[src/rtl/core/ime_pkg.sv]
// Shared types and constants for the I2C master byte engine.
`timescale 1ns / 1ps

package ime_pkg;

  localparam int unsigned CFG_IDX_W  = 4;
  localparam int unsigned CFG_DATA_W = 16;
  localparam int unsigned CNT_W      = 16;

  localparam logic [CNT_W-1:0] HALF_PERIOD_RESET = 16'd100;
  localparam logic [CNT_W-1:0] POLL_LIMIT_RESET  = 16'd250;

  // Configuration register indexes.
  localparam logic [CFG_IDX_W-1:0] CFG_HALF_PERIOD = 4'd0;
  localparam logic [CFG_IDX_W-1:0] CFG_POLL_LIMIT  = 4'd1;

  typedef enum logic [2:0] {
    OP_START    = 3'd0,
    OP_STOP     = 3'd1,
    OP_WRITE    = 3'd2,
    OP_READ     = 3'd3,
    OP_WAIT_ACK = 3'd4
  } op_t;

  typedef enum logic [4:0] {
    PH_IDLE    = 5'd0,
    PH_ST_A    = 5'd1,
    PH_ST_B    = 5'd2,
    PH_ST_C    = 5'd3,
    PH_SP_A    = 5'd4,
    PH_SP_B    = 5'd5,
    PH_SP_C    = 5'd6,
    PH_SP_D    = 5'd7,
    PH_WR_PRE  = 5'd8,
    PH_WR_HIGH = 5'd9,
    PH_WR_LOW  = 5'd10,
    PH_RD_LOW  = 5'd11,
    PH_RD_HIGH = 5'd12,
    PH_AK_LOW  = 5'd13,
    PH_AK_DATA = 5'd14,
    PH_AK_HIGH = 5'd15,
    PH_AK_END  = 5'd16,
    PH_WA_REL  = 5'd17,
    PH_WA_HIGH = 5'd18,
    PH_WA_POLL = 5'd19
  } phase_t;

  typedef struct packed {
    logic       cmd_valid;
    logic [2:0] operation;
    logic [7:0] write_byte;
    logic       send_ack;
    logic       sda_line;
  } in_item_t;

  typedef struct packed {
    logic       scl;
    logic       sda_out;
    logic       sda_drive;
    logic       busy_res;
    logic       done_res;
    logic [7:0] read_byte;
    logic       ack_missing;
  } out_item_t;

endpackage

[src/rtl/core/ime_if.sv]
// Handshake channel interfaces for the I2C master byte engine.
`timescale 1ns / 1ps

interface ime_in_if;
  logic              valid;
  logic              ready;
  ime_pkg::in_item_t payload;

  modport source (output valid, output payload, input ready);
  modport sink   (input valid, input payload, output ready);
endinterface

interface ime_out_if;
  logic               valid;
  logic               ready;
  ime_pkg::out_item_t payload;

  modport source (output valid, output payload, input ready);
  modport sink   (input valid, input payload, output ready);
endinterface

interface ime_cfg_if;
  logic                             valid;
  logic                             ready;
  logic [ime_pkg::CFG_IDX_W-1:0]    index;
  logic [ime_pkg::CFG_DATA_W-1:0]   data;

  modport source (output valid, output index, output data, input ready);
  modport sink   (input valid, input index, input data, output ready);
endinterface

[src/rtl/core/i2c_master_byte_engine.sv]
// I2C master line sequencer: start, stop, byte write, byte read and wait-for-ACK.
`timescale 1ns / 1ps

// Each input item is one timing tick: an optional command plus the sampled SDA
// level. The engine takes one tick per clock cycle and returns one result item
// per tick, registered in the cycle after it is accepted, carrying SCL, the SDA drive value
// and enable, busy, done, the last read byte and the missing-ACK flag. The
// result sits in a single output register; a new tick is accepted whenever that
// register is empty or being taken, so throughput is one tick per cycle unless
// the result side stalls. Every line change is held for half_period_ticks ticks
// (zero acts as one), and a wait-for-ACK that sees SDA high for more than
// ack_poll_limit polls runs a stop sequence and raises ack_missing. Commands
// offered while busy, and unknown operations, are ignored.
module i2c_master_byte_engine (
  input logic           clk,
  input logic           rst_n,
  ime_in_if.sink        in_if,
  ime_out_if.source     out_if,
  ime_cfg_if.sink       cfg_if
);
  import ime_pkg::*;

  logic [CNT_W-1:0] half_r, limit_r;

  phase_t           ph_r, ph_nxt;
  op_t              op_r, op_nxt;
  logic [3:0]       bit_r, bit_nxt;
  logic [CNT_W-1:0] dly_r, dly_nxt;
  logic [CNT_W-1:0] poll_r, poll_nxt;
  logic [7:0]       shift_r, shift_nxt;
  logic             scl_r, scl_nxt;
  logic             sda_r, sda_nxt;
  logic             en_r, en_nxt;
  logic             ackc_r, ackc_nxt;
  logic             tmo_r, tmo_nxt;
  logic [7:0]       held_r, held_nxt;
  logic             done_nxt;

  logic             out_valid_r;
  out_item_t        out_item_r;
  logic             accept;

  in_item_t         it;
  op_t              in_op;
  logic             enter_en, poll_en, finish_en;
  phase_t           enter_ph;
  logic [3:0]       bit_inc;

  assign it        = in_if.payload;
  assign in_op     = op_t'(it.operation);
  assign in_if.ready = !out_valid_r || out_if.ready;
  assign accept    = in_if.valid && in_if.ready;
  assign cfg_if.ready = 1'b1;
  assign out_if.valid   = out_valid_r;
  assign out_if.payload = out_item_r;
  assign bit_inc   = bit_r + 4'd1;

  // Next-state sequencing for one tick.
  always_comb begin
    ph_nxt    = ph_r;
    op_nxt    = op_r;
    bit_nxt   = bit_r;
    dly_nxt   = dly_r;
    poll_nxt  = poll_r;
    shift_nxt = shift_r;
    ackc_nxt  = ackc_r;
    tmo_nxt   = tmo_r;
    held_nxt  = held_r;
    enter_en  = 1'b0;
    enter_ph  = PH_IDLE;
    poll_en   = 1'b0;
    finish_en = 1'b0;

    if (ph_r == PH_IDLE) begin
      if (it.cmd_valid && (in_op <= OP_WAIT_ACK)) begin
        op_nxt   = in_op;
        bit_nxt  = 4'd0;
        enter_en = 1'b1;
        unique case (in_op)
          OP_START: enter_ph = PH_ST_A;
          OP_STOP:  enter_ph = PH_SP_A;
          OP_WRITE: begin
            shift_nxt = it.write_byte;
            enter_ph  = PH_WR_PRE;
          end
          OP_READ: begin
            ackc_nxt  = it.send_ack;
            shift_nxt = 8'd0;
            enter_ph  = PH_RD_LOW;
          end
          default: begin
            poll_nxt = '0;
            tmo_nxt  = 1'b0;
            enter_ph = PH_WA_REL;
          end
        endcase
      end
    end else if (ph_r == PH_WA_POLL) begin
      poll_en = 1'b1;
    end else if (dly_r != '0) begin
      dly_nxt = dly_r - 1'b1;
    end else begin
      unique case (ph_r)
        PH_ST_A:    begin enter_en = 1'b1; enter_ph = PH_ST_B;    end
        PH_ST_B:    begin enter_en = 1'b1; enter_ph = PH_ST_C;    end
        PH_SP_A:    begin enter_en = 1'b1; enter_ph = PH_SP_B;    end
        PH_SP_B:    begin enter_en = 1'b1; enter_ph = PH_SP_C;    end
        PH_SP_C:    begin enter_en = 1'b1; enter_ph = PH_SP_D;    end
        PH_WR_PRE:  begin enter_en = 1'b1; enter_ph = PH_WR_HIGH; end
        PH_WR_HIGH: begin enter_en = 1'b1; enter_ph = PH_WR_LOW;  end
        PH_WR_LOW: begin
          bit_nxt = bit_inc;
          if (bit_inc >= 4'd8) begin
            finish_en = 1'b1;
          end else begin
            enter_en = 1'b1;
            enter_ph = PH_WR_PRE;
          end
        end
        PH_RD_LOW:  begin enter_en = 1'b1; enter_ph = PH_RD_HIGH; end
        PH_RD_HIGH: begin
          shift_nxt = {shift_r[6:0], it.sda_line};
          bit_nxt   = bit_inc;
          enter_en  = 1'b1;
          enter_ph  = (bit_inc >= 4'd8) ? PH_AK_LOW : PH_RD_LOW;
        end
        PH_AK_LOW:  begin enter_en = 1'b1; enter_ph = PH_AK_DATA; end
        PH_AK_DATA: begin enter_en = 1'b1; enter_ph = PH_AK_HIGH; end
        PH_AK_HIGH: begin enter_en = 1'b1; enter_ph = PH_AK_END;  end
        PH_AK_END: begin
          held_nxt  = shift_r;
          finish_en = 1'b1;
        end
        PH_WA_REL:  begin enter_en = 1'b1; enter_ph = PH_WA_HIGH; end
        PH_WA_HIGH: poll_en = 1'b1;
        default:    finish_en = 1'b1;
      endcase
    end

    // Acknowledge poll: a low level ends the command, too many highs abort.
    if (poll_en) begin
      ph_nxt = PH_WA_POLL;
      if (!it.sda_line) begin
        tmo_nxt   = 1'b0;
        finish_en = 1'b1;
      end else if (poll_r >= limit_r) begin
        tmo_nxt  = 1'b1;
        enter_en = 1'b1;
        enter_ph = PH_SP_A;
      end else begin
        poll_nxt = poll_r + 1'b1;
      end
    end

    if (enter_en) begin
      ph_nxt  = enter_ph;
      dly_nxt = (half_r == '0) ? '0 : half_r - 1'b1;
      if (enter_ph == PH_WR_HIGH) begin
        shift_nxt = {shift_r[6:0], 1'b0};
      end
    end

    if (finish_en) begin
      ph_nxt  = PH_IDLE;
      dly_nxt = '0;
    end
  end

  // Line levels driven on entry to each phase.
  always_comb begin
    scl_nxt  = scl_r;
    sda_nxt  = sda_r;
    en_nxt   = en_r;
    done_nxt = finish_en;
    if (poll_en && !it.sda_line) begin
      scl_nxt = 1'b0;
    end
    if (enter_en) begin
      unique case (enter_ph)
        PH_ST_A:    begin en_nxt = 1'b1; sda_nxt = 1'b1; scl_nxt = 1'b1; end
        PH_ST_B:    sda_nxt = 1'b0;
        PH_ST_C:    scl_nxt = 1'b0;
        PH_SP_A:    begin en_nxt = 1'b1; scl_nxt = 1'b0; end
        PH_SP_B:    sda_nxt = 1'b0;
        PH_SP_C:    scl_nxt = 1'b1;
        PH_SP_D:    sda_nxt = 1'b1;
        PH_WR_PRE:  begin en_nxt = 1'b1; scl_nxt = 1'b0; end
        PH_WR_HIGH: begin sda_nxt = shift_r[7]; scl_nxt = 1'b1; end
        PH_WR_LOW:  scl_nxt = 1'b0;
        PH_RD_LOW:  begin en_nxt = 1'b0; sda_nxt = 1'b1; scl_nxt = 1'b0; end
        PH_RD_HIGH: scl_nxt = 1'b1;
        PH_AK_LOW:  scl_nxt = 1'b0;
        PH_AK_DATA: begin en_nxt = 1'b1; sda_nxt = !ackc_r; end
        PH_AK_HIGH: scl_nxt = 1'b1;
        PH_AK_END:  scl_nxt = 1'b0;
        PH_WA_REL:  begin en_nxt = 1'b0; sda_nxt = 1'b1; end
        PH_WA_HIGH: scl_nxt = 1'b1;
        default:    scl_nxt = scl_r;
      endcase
    end
  end

  always_ff @(posedge clk) begin
    if (!rst_n) begin
      half_r  <= HALF_PERIOD_RESET;
      limit_r <= POLL_LIMIT_RESET;
    end else if (cfg_if.valid) begin
      if (cfg_if.index == CFG_HALF_PERIOD) begin
        half_r <= cfg_if.data;
      end else if (cfg_if.index == CFG_POLL_LIMIT) begin
        limit_r <= cfg_if.data;
      end
    end
  end

  always_ff @(posedge clk) begin
    if (!rst_n) begin
      ph_r        <= PH_IDLE;
      op_r        <= OP_START;
      bit_r       <= '0;
      dly_r       <= '0;
      poll_r      <= '0;
      shift_r     <= '0;
      scl_r       <= 1'b1;
      sda_r       <= 1'b1;
      en_r        <= 1'b1;
      ackc_r      <= 1'b0;
      tmo_r       <= 1'b0;
      held_r      <= '0;
      out_valid_r <= 1'b0;
    end else begin
      if (accept) begin
        ph_r    <= ph_nxt;
        op_r    <= op_nxt;
        bit_r   <= bit_nxt;
        dly_r   <= dly_nxt;
        poll_r  <= poll_nxt;
        shift_r <= shift_nxt;
        scl_r   <= scl_nxt;
        sda_r   <= sda_nxt;
        en_r    <= en_nxt;
        ackc_r  <= ackc_nxt;
        tmo_r   <= tmo_nxt;
        held_r  <= held_nxt;
      end
      if (accept) begin
        out_valid_r <= 1'b1;
      end else if (out_if.ready) begin
        out_valid_r <= 1'b0;
      end
    end
  end

  always_ff @(posedge clk) begin
    if (accept) begin
      out_item_r.scl         <= scl_nxt;
      out_item_r.sda_out     <= sda_nxt;
      out_item_r.sda_drive   <= en_nxt;
      out_item_r.busy_res    <= (ph_nxt != PH_IDLE);
      out_item_r.done_res    <= done_nxt;
      out_item_r.read_byte   <= held_nxt;
      out_item_r.ack_missing <= tmo_nxt;
    end
  end

  // A completed command leaves the engine idle in the same result.
  a_done_not_busy: assert property (@(posedge clk) disable iff (!rst_n)
    out_valid_r && out_item_r.done_res |-> !out_item_r.busy_res)
    else $error("done reported while still busy");

  // SCL stays high for the whole acknowledge poll.
  a_poll_scl_high: assert property (@(posedge clk) disable iff (!rst_n)
    ph_r == PH_WA_POLL |-> scl_r)
    else $error("SCL low during acknowledge poll");

  // A running hold count keeps the phase where it is.
  a_hold_keeps_phase: assert property (@(posedge clk) disable iff (!rst_n)
    accept && ph_r != PH_IDLE && ph_r != PH_WA_POLL && dly_r != '0
    |=> ph_r == $past(ph_r))
    else $error("phase moved during a hold");

  // An idle tick without a usable command stays idle.
  a_idle_stays: assert property (@(posedge clk) disable iff (!rst_n)
    accept && ph_r == PH_IDLE && !(it.cmd_valid && in_op <= OP_WAIT_ACK)
    |=> ph_r == PH_IDLE)
    else $error("engine left idle without a command");

  // A stalled result blocks the next tick.
  a_stall_blocks_input: assert property (@(posedge clk) disable iff (!rst_n)
    out_valid_r && !out_if.ready |-> !in_if.ready)
    else $error("tick accepted over a pending result");

endmodule

[src/flat_wrapper.sv]
// flat-port wrapper written by rule: the top's interface ports become plain ports
module i2c_master_byte_engine_flat import ime_pkg::*;
  (clk, rst_n, in_if_valid, in_if_payload, in_if_ready, out_if_valid, out_if_payload, out_if_ready, cfg_if_valid, cfg_if_index, cfg_if_data, cfg_if_ready);
  ime_in_if in_if_i ();
  ime_out_if out_if_i ();
  ime_cfg_if cfg_if_i ();
  input logic clk;
  input logic rst_n;
  input wire logic [$bits(in_if_i.valid)-1:0] in_if_valid;
  input wire logic [$bits(in_if_i.payload)-1:0] in_if_payload;
  output wire logic [$bits(in_if_i.ready)-1:0] in_if_ready;
  output wire logic [$bits(out_if_i.valid)-1:0] out_if_valid;
  output wire logic [$bits(out_if_i.payload)-1:0] out_if_payload;
  input wire logic [$bits(out_if_i.ready)-1:0] out_if_ready;
  input wire logic [$bits(cfg_if_i.valid)-1:0] cfg_if_valid;
  input wire logic [$bits(cfg_if_i.index)-1:0] cfg_if_index;
  input wire logic [$bits(cfg_if_i.data)-1:0] cfg_if_data;
  output wire logic [$bits(cfg_if_i.ready)-1:0] cfg_if_ready;
  assign in_if_i.valid = in_if_valid;
  assign in_if_i.payload = in_if_payload;
  assign in_if_ready = in_if_i.ready;
  assign out_if_valid = out_if_i.valid;
  assign out_if_payload = out_if_i.payload;
  assign out_if_i.ready = out_if_ready;
  assign cfg_if_i.valid = cfg_if_valid;
  assign cfg_if_i.index = cfg_if_index;
  assign cfg_if_i.data = cfg_if_data;
  assign cfg_if_ready = cfg_if_i.ready;
  i2c_master_byte_engine u_core (.clk(clk), .rst_n(rst_n), .in_if(in_if_i), .out_if(out_if_i), .cfg_if(cfg_if_i));
endmodule
[config.mk]
export PLATFORM = sky130hd
export DESIGN_NAME = i2c_master_byte_engine_flat
export DESIGN_NICKNAME = d
export VERILOG_FILES = /design/src/rtl/core/ime_pkg.sv /design/src/rtl/core/ime_if.sv /design/src/rtl/core/i2c_master_byte_engine.sv /design/src/flat_wrapper.sv
export SDC_FILE = /design/constraint.sdc
export NUM_CORES = 1
export LEC_CHECK = 0
export ABC_AREA = 1
export BUFFER_PORTS_ARGS = -buffer_cell sky130_fd_sc_hd__buf_2
export CORE_AREA = 3 3 127 129
export CTS_CLUSTER_SIZE = 30
export DETAILED_ROUTE_END_ITERATION = 8
export DIE_AREA = 0 0 130 132
export PLACE_DENSITY_LB_ADDON = 0.12
export REMOVE_ABC_BUFFERS = 1
export SKIP_CTS_REPAIR_TIMING = 1
export SLEW_MARGIN = 20
export SYNTH_ARGS = -nofsm -noshare
export SYNTH_HDL_FRONTEND = slang
export SYNTH_SLANG_ARGS = --single-unit
[constraint.sdc]
create_clock -name clk -period 4.4 [get_ports clk]
set_input_delay 0.88 -clock clk [delete_from_list [all_inputs] [get_ports clk]]
set_output_delay 0.88 -clock clk [all_outputs]
set_load 0.01 [all_outputs]
==> reports/results.txt <==
Worst Skew - 0.0113 ns
power density over the cells - 530 mW/mm²
final setup margin - 1.42 ns
Vias - 6339
Worst-Skew Late Latency - 0.36 ns
Post-synth EDFFs - 14
GRT Util Overall - 20.0%
Hold Violations, Final - 0
MaxCap Viol Count - 0
Inserted Diodes - 0
Reg power frac - 33.0%
row count - 45
CTS tree - built
dominant synthesized flop cell - dfxtp_1
switching power - 0.00173 W
CTS max path bufs - 2
crit-path max FO - 25
Critical Path End Type - flop
internal power - 0.00221 W
Chip Height - 132 µm
RSZ-0062 raised after global routing - no
FF/Latch Area - 0.00232 mm²
Critical Path RT - 4.51 ns
Avg Cell Area, Syn - 6.79 µm²
placed cell areas - 0.00714 mm²
register bit count reported by yosys - 109
Net Sw Frac - 44.0%
CP endpoint - u_core.out_if.payload[13]
Leak - 3.40 nW
Clock Power Share - 20.8%
Synth top cells by count - 172 x nand2_1, 129 x inv_1, 123 x a21oi_1
Fillers - 1558
Max VDD drop - 0.000277 V
Cells after Synth - 999
post-synth top area share - 28.0%
overall power - 0.00394 W
Mapped Area - 0.00679 mm²
die area - 0.0172 mm²
post-route minimum period - 2.98 ns
internal reg-to-reg setup slack - 1.42 ns
vias in the first global route - 5761
Multi-input gate area - 0.00374 mm²
drt total wl - 16900 µm
CORE AREA - 0.0151 mm²
unique cell type count in the Yosys netlist - 50
global-route wire length before repair - 28300 µm
Antenna Nets Post-Route - 0
Post-DP HPWL - 12400 µm
Critical Path Start - u_core.ph_r[0]
vias per cell - 5.17
final setup fails - 0
Port Buffers - 54
Initial Utilization - 44.8%
reg2reg start - u_core.ph_r[0]
Reg2Reg Depth - 12
drt first pass iters - 5
Tightest Pin Transition - 0.915 ns
Design Area, Final - 0.00744 mm²
post-synthesis sequential area ratio - 34.2%
clock transition at the registers of the reported paths - 0.08 ns
Syn-to-layout area delta - 9.57%
number of top-level pins - 56
Clock Sinks - 109
GRT overflow - 0
Hold Path Class - flop to flop
ranking of synthesized cells by area - dfxtp_1 28%, nand2_1 9.5%, a21oi_1 9.1%
H-tree levels - 3
Slew Viols, Final - 0
total CTS buffers - 9
Critical Path AT - 3.10 ns
slew margin rel. - 38.4%
largest net degree at the start of global routing - 61
DP Worst Slack - 1.09 ns
# placed instances - 1210
CP Launch Type - flop
Yosys top cell by area - dfxtp_1
CTS Root Cell - clkbuf_16
outcome - completed
GP Congestion - 0.870
Iter 0 DRT Violations - 413
most frequent cell after synthesis - nand2_1
FMAX - 335 MHz
reg-to-reg endpoint - u_core.out_if.payload[13]
wire length per cell - 13.8 µm
initial antenna violation count - 0
Post-synth ARST share - 0%
Setup TNS Final - 0 ns
fraction of layout cells with a size suffix above 1 - 12.0%
Crit Path Category - flop to flop
Die X - 130 µm
Final Cycle Share - 67.8%
Final Non-Filler Cells - 1226
combinational power share - 46.2%
Nets - 1093
number of synthesis warnings - 0
DRC viols - 0
==> layer usage <==
| layer | share of wire [%] | vias up | global-route usage [%] |
|---|---|---|---|
| met5 | 0 | - | 0 |
| met4 | 1.7 | 0 | 5.25 |
| met3 | 3.4 | 22 | 4.17 |
| met2 | 45 | 110 | 31.0 |
| met1 | 49 | 2826 | 28.3 |
| li1 | - | 3381 | - |
==> registers in the layout, indices dropped and copies added, names as in the netlist <==
signal,count
u_core.dly_r,16
u_core.half_r,16
u_core.limit_r,16
u_core.poll_r,16
u_core.out_if.payload,14
u_core.held_r,8
u_core.shift_r,8
u_core.ph_r,5
u_core.bit_r,4
u_core.ackc_r,1
u_core.en_r,1
u_core.out_if.valid,1
u_core.scl_r,1
u_core.sda_r,1
u_core.tmo_r,1
==> layout make-up <==
| type | instances | share of cell area [%] |
|---|---|---|
| clock buffers | 9 | 3.03 |
| clock inverters | 7 | 0.909 |
| inverters | 143 | 7.25 |
| multi-input cells | 711 | 50.3 |
| flip-flops and latches | 109 | 31.2 |
| well taps | 188 | 3.16 |
| repair buffers | 59 | 4.14 |
==> cells by family (layout without fill, tap and decap cells) <==
kind of cell / after synthesis / count (layout) / share of synthesized area (%)
buf+inv: 179 / 218 / 10.7
other cells: 1 / 1 / 0.0553
simple gates: 404 / 404 / 26.3
compound gates: 257 / 257 / 21.2
fa+ha+maj: 21 / 21 / 3.87
flops: 109 / 109 / 34.2
xor+xnor: 28 / 28 / 3.61
==> worst max-delay path: stages (launching register included) <==
cell	delay (ns)
dfxtp_1	0.42
nor2_2	0.27
nand2_2	0.12
nor2_4	0.33
nand2_2	0.14
inv_1	0.24
a21oi_2	0.06
nand2_2	0.33
inv_1	0.36
nor3_1	0.26
nand2_1	0.08
nand2_1	0.06
nand2_1	0.05
==> cells in the final DEF, fill, tap and decap left out, types with 6 or more instances in the layout <==
master,count
a21oi_1,123
buf_2,54
clkbuf_16,9
dfxtp_1,95
edfxtp_1,14
ha_1,21
inv_1,129
inv_2,10
nand2_1,171
nand2_2,9
nand3_1,76
nand4_1,11
nor2_1,97
nor2_2,10
nor2_4,6
nor3_1,12
o211ai_1,11
o21ai_0,85
o21ai_1,8
xor2_1,23
==> metrics by stage <==
stage | hold slack (ns) | utilization, %
global placement | 0.450 | 47.2
global route | 0.485 | 49.1
floorplan | 0.429 | -
finish | 0.464 | 49.1
detailed placement | 0.454 | 47.2
CTS | 0.465 | 49.1
==> worst min path at each step <==
stage,from,cells after the start,endpoint,slack [ns]
2_1_floorplan,u_core.ackc_r,2,u_core.ackc_r,0.43
3_3_place_gp,u_core.limit_r[13],2,u_core.limit_r[13],0.45
3_5_place_dp,u_core.limit_r[11],2,u_core.limit_r[11],0.45
4_1_cts,u_core.limit_r[13],2,u_core.limit_r[13],0.47
5_1_grt,u_core.limit_r[10],2,u_core.limit_r[10],0.48
6_report,u_core.limit_r[13],2,u_core.limit_r[13],0.46
==> power by group through the flow <==
stage | Combinational [W] | Clock [W] | Sequential [W]
floorplan | 0.00142 | 0 | 0.00130
global placement | 0.00181 | 0 | 0.00132
detailed placement | 0.00182 | 0 | 0.00132
CTS | 0.00183 | 0.000842 | 0.00130
global route | 0.00208 | 0.000878 | 0.00132
finish | 0.00182 | 0.000820 | 0.00130
Note: power is estimated with default switching activity, not from simulation.
